`src/rtl/core/oga_pkg.sv`:
```
// ----------------------------------------------------------------------------
// oga_pkg
// Shared types, codes and helpers for the output layer gradient accumulator.
// ----------------------------------------------------------------------------
package oga_pkg;

    // fixed field widths
    localparam int NEURON_W   = 4;
    localparam int SLOT_IDX_W = 5;
    localparam int SLOT_W     = 6;   // wide enough for every weight count in range
    localparam int Q_W        = 16;
    localparam int VALUE_W    = 32;

    // function codes carried on s_tuser
    localparam logic [1:0] FUNC_LOAD = 2'd0;
    localparam logic [1:0] FUNC_STEP = 2'd1;
    localparam logic [1:0] FUNC_READ = 2'd2;

    // configuration register indexes
    localparam logic [1:0] CFG_ACT_MODE  = 2'd0;
    localparam logic [1:0] CFG_COST_MODE = 2'd1;
    localparam logic [1:0] CFG_BIAS_EN   = 2'd2;
    localparam logic [1:0] CFG_WEIGHTS   = 2'd3;

    // activation and cost codes
    localparam logic [1:0] ACT_LINEAR   = 2'd0;
    localparam logic [1:0] ACT_RELU     = 2'd1;
    localparam logic [1:0] ACT_LOGISTIC = 2'd2;
    localparam logic       COST_QUAD    = 1'b0;

    // saturation bounds for 32-bit results, held at product width
    localparam logic signed [47:0] SAT_MAX = 48'sh0000_7FFF_FFFF;
    localparam logic signed [47:0] SAT_MIN = 48'shFFFF_8000_0000;

    // fraction bits of Q.12 products
    localparam int FRAC_BITS = 12;

    // result kind carried on m_tuser
    typedef enum logic [1:0] {
        KIND_DELTA = 2'd0,
        KIND_GRAD  = 2'd1,
        KIND_SUM   = 2'd2
    } kind_t;

    // one pipeline slot issued by the sequencer
    typedef struct packed {
        logic                valid;
        kind_t               kind;
        logic [NEURON_W-1:0] neuron;
        logic [SLOT_W-1:0]   slot;
        logic                last;
        logic                bias;
        logic                first;
    } issue_t;

    // clamp a wide signed value to 32 bits
    function automatic logic signed [31:0] sat32(input logic signed [47:0] v);
        logic signed [31:0] r;
        if (v > SAT_MAX) begin
            r = 32'sh7FFF_FFFF;
        end else if (v < SAT_MIN) begin
            r = 32'sh8000_0000;
        end else begin
            r = v[31:0];
        end
        return r;
    endfunction

endpackage

```
`src/rtl/core/oga_delta.sv`:
```
// ----------------------------------------------------------------------------
// oga_delta
// Delta unit: difference, derivative product and final rounding, each registered.
// ----------------------------------------------------------------------------
module oga_delta (
    input  logic               aclk,
    input  logic               aresetn,
    input  logic               start,
    input  logic signed [15:0] output_value,
    input  logic signed [15:0] target_value,
    input  logic signed [15:0] preact_value,
    input  logic [1:0]         act_mode,
    input  logic               cost_mode,
    output logic               done,
    output logic signed [31:0] delta
);

    logic               v1_reg, v2_reg, done_reg;
    logic               zero1_reg, zero2_reg, deriv1_reg, deriv2_reg;
    logic signed [16:0] d1_reg, d2_reg;
    logic signed [32:0] p1_reg;
    logic signed [38:0] p2_reg;
    logic signed [31:0] delta_reg;

    logic signed [16:0] one_minus_o;
    logic signed [33:0] r1_full;
    logic signed [21:0] r1;
    logic signed [39:0] r2_full;
    logic signed [31:0] delta_next;

    // out * (1 - out) operand and its rounding back to Q.12
    assign one_minus_o = 17'sd4096 - 17'(output_value);
    assign r1_full     = (34'(p1_reg) + 34'sd2048) >>> oga_pkg::FRAC_BITS;
    assign r1          = r1_full[21:0];
    assign r2_full     = (40'(p2_reg) + 40'sd2048) >>> oga_pkg::FRAC_BITS;

    // pick the delta form
    always_comb begin
        if (zero2_reg) begin
            delta_next = '0;
        end else if (deriv2_reg) begin
            delta_next = r2_full[31:0];
        end else begin
            delta_next = 32'(d2_reg);
        end
    end

    // control pulses
    always_ff @(posedge aclk) begin
        if (!aresetn) begin
            v1_reg   <= 1'b0;
            v2_reg   <= 1'b0;
            done_reg <= 1'b0;
        end else begin
            v1_reg   <= start;
            v2_reg   <= v1_reg;
            done_reg <= v2_reg;
        end
    end

    // datapath, at most one multiply per stage
    always_ff @(posedge aclk) begin
        if (start) begin
            d1_reg     <= 17'(output_value) - 17'(target_value);
            p1_reg     <= 33'(output_value) * 33'(one_minus_o);
            zero1_reg  <= (act_mode == oga_pkg::ACT_RELU) && (preact_value <= 16'sd0);
            deriv1_reg <= (cost_mode == oga_pkg::COST_QUAD) &&
                          (act_mode == oga_pkg::ACT_LOGISTIC);
        end
        if (v1_reg) begin
            d2_reg     <= d1_reg;
            p2_reg     <= 39'(d1_reg) * 39'(r1);
            zero2_reg  <= zero1_reg;
            deriv2_reg <= deriv1_reg;
        end
        if (v2_reg) begin
            delta_reg <= delta_next;
        end
    end

    assign done  = done_reg;
    assign delta = delta_reg;

endmodule

```
`config.mk`:
```
export PLATFORM = sky130hd
export DESIGN_NAME = oga_delta
export DESIGN_NICKNAME = d
export VERILOG_FILES = /design/src/rtl/core/oga_pkg.sv /design/src/rtl/core/oga_delta.sv
export SDC_FILE = /design/constraint.sdc
export NUM_CORES = 2
export LEC_CHECK = 0
export CAP_MARGIN = 20
export CORE_UTILIZATION = 64
export CTS_CLUSTER_DIAMETER = 50
export DETAILED_ROUTE_END_ITERATION = 10
export DONT_BUFFER_PORTS = 1
export PLACE_DENSITY_LB_ADDON = 0.08
export REMOVE_ABC_BUFFERS = 1
export SYNTH_ARGS = -nofsm -noshare
export SYNTH_HDL_FRONTEND = slang
export SYNTH_SLANG_ARGS = --single-unit
```
`constraint.sdc`:
```
create_clock -name aclk -period 20 [get_ports aclk]
set_input_delay 3 -clock aclk [delete_from_list [all_inputs] [get_ports aclk]]
set_output_delay 3 -clock aclk [all_outputs]
set_load 0.005 [all_outputs]
```
# ---- After elaboration in Yosys (flattened, before gate mapping)
# Index checks and enable logic that the tools add are counted.
dict set report classes {
  addsub 4
  n_mul 2
  order_cmp 1
  n_eq_ne 2
  muxes 1
  bitwise_logic 1
  n_reduce_logical 2
}
# cell n
set ops {}
lappend ops {{39-bit by 13-bit adder with 40-bit output (second input constant)} 1}
lappend ops {{17-bit by 22-bit multiplier with 39-bit output} 1}
lappend ops {{33-bit by 13-bit adder with 34-bit output (second input constant)} 1}
lappend ops {{16-bit by 17-bit multiplier with 33-bit output} 1}
lappend ops {{32-bit two-way mux} 1}
lappend ops {{14-bit by 16-bit subtractor with 17-bit output (first input constant)} 1}
lappend ops {{16-bit by 16-bit subtractor with 17-bit output} 1}
lappend ops {{16-bit by 1-bit <= comparator with 1-bit output (second input constant)} 1}
lappend ops {{2-bit by 1-bit equality test with 1-bit output (second input constant)} 1}
lappend ops {{2-bit equality test (second input constant)} 1}
lappend ops {{1-bit logical AND} 2}
lappend ops {{1-bit NOT} 1}
dict set report totals {
  regBits 145
  in_bits 54
  out_inout_bits 33
  wordCells 25
}

# ---- Depth between registers and ports, before layout
dict set report depth {
  ltp_word 2
  ltp_mapped 34
  ltp_nobuf 32
}

# ---- Worst setup path before layout
# OpenSTA, ideal clock, no wires.
dict set report synth_path {
  path_type {input to register}
  start {input port output_value[0]}
  end {register p1_reg[32], data pin}
  setup_time_ns 0.260
  arrival_ns 10.471
  required_ns 19.740
  setup_slack_ns 9.269
  stages 31
  path_buffers 2
  cell_sequence {inv_1 clkbuf_1 ha_1 nor3b_1 nor3b_1 nand2_1 nor3_1 nand2_1 nand2_1 nand3_1 ha_1 clkbuf_1 nand2_1 inv_1 fa_1 fa_1 fa_1 fa_1 fa_1 fa_1 ha_1 a21o_1 a21o_1 a21oi_1 nor2_1 o21a_1 o21a_1 o21a_1 a31o_2 nor2_1 xnor2_1}
}
dict set report synth_between {
  elab_chain_len 2
}
# item line
set synth_lines {}
lappend synth_lines {{start, declared} oga_delta.sv:9} ;# input logic signed [15:0] output_value,
lappend synth_lines {{14-bit by 16-bit subtractor with 17-bit output} oga_delta.sv:32} ;# assign one_minus_o = 17'sd4096 - 17'(output_value);
lappend synth_lines {{16-bit by 17-bit multiplier with 33-bit output (*)} oga_delta.sv:65} ;# p1_reg <= 33'(output_value) * 33'(one_minus_o);
lappend synth_lines {{end signal, assigned} oga_delta.sv:65}
lappend synth_lines {{end, declared} oga_delta.sv:21} ;# logic signed [32:0] p1_reg;
# Mark *: on every way between the ends. The rest lies on a longest branch, timed or not.
# A chain may end at the register's enable or synchronous reset.

# ---- Worst setup path in the final report
# Same ends and word-level chain as after synthesis.

==> results.md <==
- The run finished with clean final reports.
- For this run the aggregate overflow at the end of global routing stands at 0.
- 0 antenna diodes ended up in the layout.
- At the pin with the least slew margin, the transition time is between 1 and 1.5 ns.
- The number of buffers between clock root and the deepest sink is 2.
- The worst hold path belongs to the class flip-flop to flip-flop.
- The layout has roughly 3500 filler cells.
- On the final layout, the worst clock skew is 0.0110 ns.
- Of all flip-flops after synthesis, the portion carrying an async set or reset was 0%.
- Derived from the worst setup path, the maximum achievable clock frequency is about 0.090 GHz.
- Once the floorplan was initialized, standard cells occupied between 60 and 70% of the core.
- The initial antenna violation count is 0.
- The sort of element at the end of the critical path is a flip-flop.
- Yosys attributes the largest share of cell area to sky130_fd_sc_hd__fa_1 45%, sky130_fd_sc_hd__edfxtp_1 12%, sky130_fd_sc_hd__inv_1 9.4%.
- The cell repeated most along the worst path is sky130_fd_sc_hd__fa_1.
- Setup violations remaining at the end of the flow were counted as 0.
- The CTS clock-pin slew for the worst setup and hold paths is 0.06 ns.
- The synthesized instance count is a little under 3000.
- From left edge to right edge, the die measures ~210 µm.
- The final number of hold-violating endpoints was 0.
- The kind of cell adding the most delay to the critical path is adder cells.
- The count of cells resized by post-cts repair is 0.
- The wire length of the first global-routing pass is 109000 µm.
- The source of the worst register-to-register timing path is p1_reg[13].
- The critical path starts at output_value[0].
- The period utilization is between 50% and 60%.
- The share of the synthesized area in the top cell type is 44.9%.
- The routed design has about 64000 µm of wire.
- The floorplan die area is 45800 µm².
- sky130_fd_sc_hd__fa_1 takes more of the synthesized area than any other cell.
- The post-route netlist has under 10% of its cells at a drive strength greater than 1.
- Summed over all failing endpoints, the final setup total negative slack is 0 ns.
- After synthesis, flip-flops and latches occupy between 10% and 20% of the total area.
- The global placer's final weighted congestion is 0.900.
- The synthesized netlist occupies a cell area of 28800 µm².
- The max-cap violation count is 0.
- The flip-flop and latch count after synthesis is ~120.
- Data arrives at the worst endpoint at approximately 11 ns.
- The area occupied by multi-input gates is 22200 µm².
- The final worst slack is 8.83 ns.
- The data required time at the worst endpoint is between 20 and 25 ns.
- The number of pins with negative max-slew slack in the final report is 0.
- The total clock buffers created by CTS is 17.
- The remaining number of nets flagged by the antenna check after routing is 0.
- The mean instance size in the synthesized netlist is between 9 and 10 µm².
- The count of pins on the block boundary is 87.
- The count of port buffers added during placement is 0.
- In this run the most critical hold path is launched from deriv1_reg.
- The routed length per placed instance is around 18 µm.
- In this run the standard cell core region covers around 44000 µm².
- For this run, design rule violations remaining after detail routing come to 0.
- After layout, the minimum clock period comes to approximately 11 ns.
- The dominant register cell in the synthesized netlist is sky130_fd_sc_hd__edfxtp_1.
- The HPWL after detailed placement is between 50000 and 60000 µm.
- TritonCTS built the clock tree.
- Counting every sink on the clock net gives approximately 120.
- Sorting the synthesized cells by how often they occur yields 725 x sky130_fd_sc_hd__inv_1, 646 x sky130_fd_sc_hd__fa_1, 248 x sky130_fd_sc_hd__nand2_1, 220 x sky130_fd_sc_hd__and2_1, 207 x sky130_fd_sc_hd__ha_1.
- Together, buffers and inverters on the worst path number 2.
- From bottom edge to top edge, the die measures between 200 and 250 µm.
- The largest incremental delay on the critical path is roughly 0.90 ns.
- Compared with the post-synthesis result, the final layout area differs by 4.77%.
- The most common cell in the synthesized netlist is sky130_fd_sc_hd__inv_1.
- The via count normalized by instance count is between 5 and 6.
- The worst max-slew margin expressed relative to the limit is 19.2%.
- The via count of the first global-routing pass was 22000.
- Along the worst path, the maximum fanout reaches 21.
- The synthesis warning total is 0.
- The start-to-end type of the worst setup path is input pin to flip-flop.
- The clock latency of the later-clocked register in the worst-skew pair is about 0.44 ns.
- The post-CTS setup buffer count is 0.
- The pin count of the biggest net entering global routing is 49.
- The cell at the slowest stage of the critical path is sky130_fd_sc_hd__fa_1.
- The overall global routing resource usage is between 30% and 40%.
- The number of buffers inserted by hold repair at cts is 0.
- In the final design database the tool counted around 3800 nets.
- After floorplanning, the core was divided into just under 80 placement rows.
- Across the whole layout, storage elements account for ~3500 µm².
- Setup repair after global routing left no endpoint under its margin.
- Detailed routing inserted a total of 19200 vias.
- Clock tree synthesis selected as its root buffer the cell sky130_fd_sc_hd__clkbuf_16.
- The first-pass iteration count of the detailed router is 5.
- The count of H-tree levels built during CTS is 4.
- The kind of launch point of the worst setup path is an input pin.
- Counting flops with a built-in enable in the synthesized netlist gives between 100 and 150.
- The worst slack after detailed placement is roughly 8.5 ns.
- The DRC marker count from the first detailed-route iteration is roughly 1000.
- The number of unique standard cell types used by synthesis is 64.
[stage by stage]
stage	util, %	std cells	hold slack (ns)	area, µm²
after global routing	68.1	3492	0.447	30200
after global placement	66.3	3454	0.407	29400
after CTS	67.7	3486	0.418	30000
after floorplan	-	2840	0.400	28400
after detailed placement	66.3	3454	0.420	29400
final	68.1	3492	0.415	30200
[metal layers]
metal	track usage, %	vias to the layer above	wire length [µm]
li1	-	8626	-
met1	38.2	9797	26100
met2	53.1	663	32400
met3	4.55	124	3780
met4	9.33	0	1740
met5	0	-	0
[placed cells by master (no fill, tap or decap), types with 5 or more instances in the layout]
master                      instances
sky130_fd_sc_hd__buf_4             22
sky130_fd_sc_hd__o21bai_1           5
sky130_fd_sc_hd__nand2b_1         111
sky130_fd_sc_hd__xor2_1            33
sky130_fd_sc_hd__and2_1           220
sky130_fd_sc_hd__fa_1             646
sky130_fd_sc_hd__a21o_1            10
sky130_fd_sc_hd__or2_2              5
sky130_fd_sc_hd__a211oi_1          21
sky130_fd_sc_hd__clkbuf_16         17
sky130_fd_sc_hd__edfxtp_1         116
sky130_fd_sc_hd__nand3_1           26
sky130_fd_sc_hd__nand4_1           13
sky130_fd_sc_hd__buf_16             5
sky130_fd_sc_hd__nor3_1            21
sky130_fd_sc_hd__xor2_2             5
sky130_fd_sc_hd__xnor2_2            8
sky130_fd_sc_hd__o21ai_0           25
sky130_fd_sc_hd__nor3b_1            6
sky130_fd_sc_hd__a21oi_1           38
sky130_fd_sc_hd__a21boi_0           5
sky130_fd_sc_hd__inv_1            725
sky130_fd_sc_hd__ha_1             207
sky130_fd_sc_hd__xnor2_1           62
sky130_fd_sc_hd__nor2_1           120
sky130_fd_sc_hd__and4_1             9
sky130_fd_sc_hd__o21a_1            19
sky130_fd_sc_hd__nand2_1          248
sky130_fd_sc_hd__and3_1            13
sky130_fd_sc_hd__nor2b_1           67
[final timing paths]
kind,depth (start not counted),slack (ns),endpoint
hold / removal,0,0.42,deriv2_reg
hold reg to reg,0,0.42,deriv2_reg
setup reg to reg,28,11.77,p2_reg[38]
setup / recovery,29,8.83,p1_reg[32]
[worst reg2reg max path: cells and delay by family, from the launching register on]
kind	cells	cell delay, ns
AOI/OAI and AO/OA	6	1.28
adders and majority gates	7	3.49
buffers and inverters	4	0.43
and+or+nand+nor	9	2.07
xor gates and xnor gates	2	0.31
DFF	1	0.38
[layout make-up]
cell class	instances	area share, %
multi-input combinational	1995	73.7
sequential	119	11.7
inverter	726	9.03
tap	592	2.46
clock buffer	18	1.42
timing repair buffer	28	1.05
clock inverter	14	0.626
[kinds of logic after synthesis]
family | synth area share (%)
buffers and inverters | 10.9
AOI/OAI and AO/OA | 3.89
DFF | 12.3
and+or+nand+nor | 15.7
xor gates and xnor gates | 3.28
muxes | 0.0348
adders and majority gates | 53.9
Power is left out: the tool's default activity adds up to more than one toggle a clock period on the data nets, which glitch-free logic cannot reach.
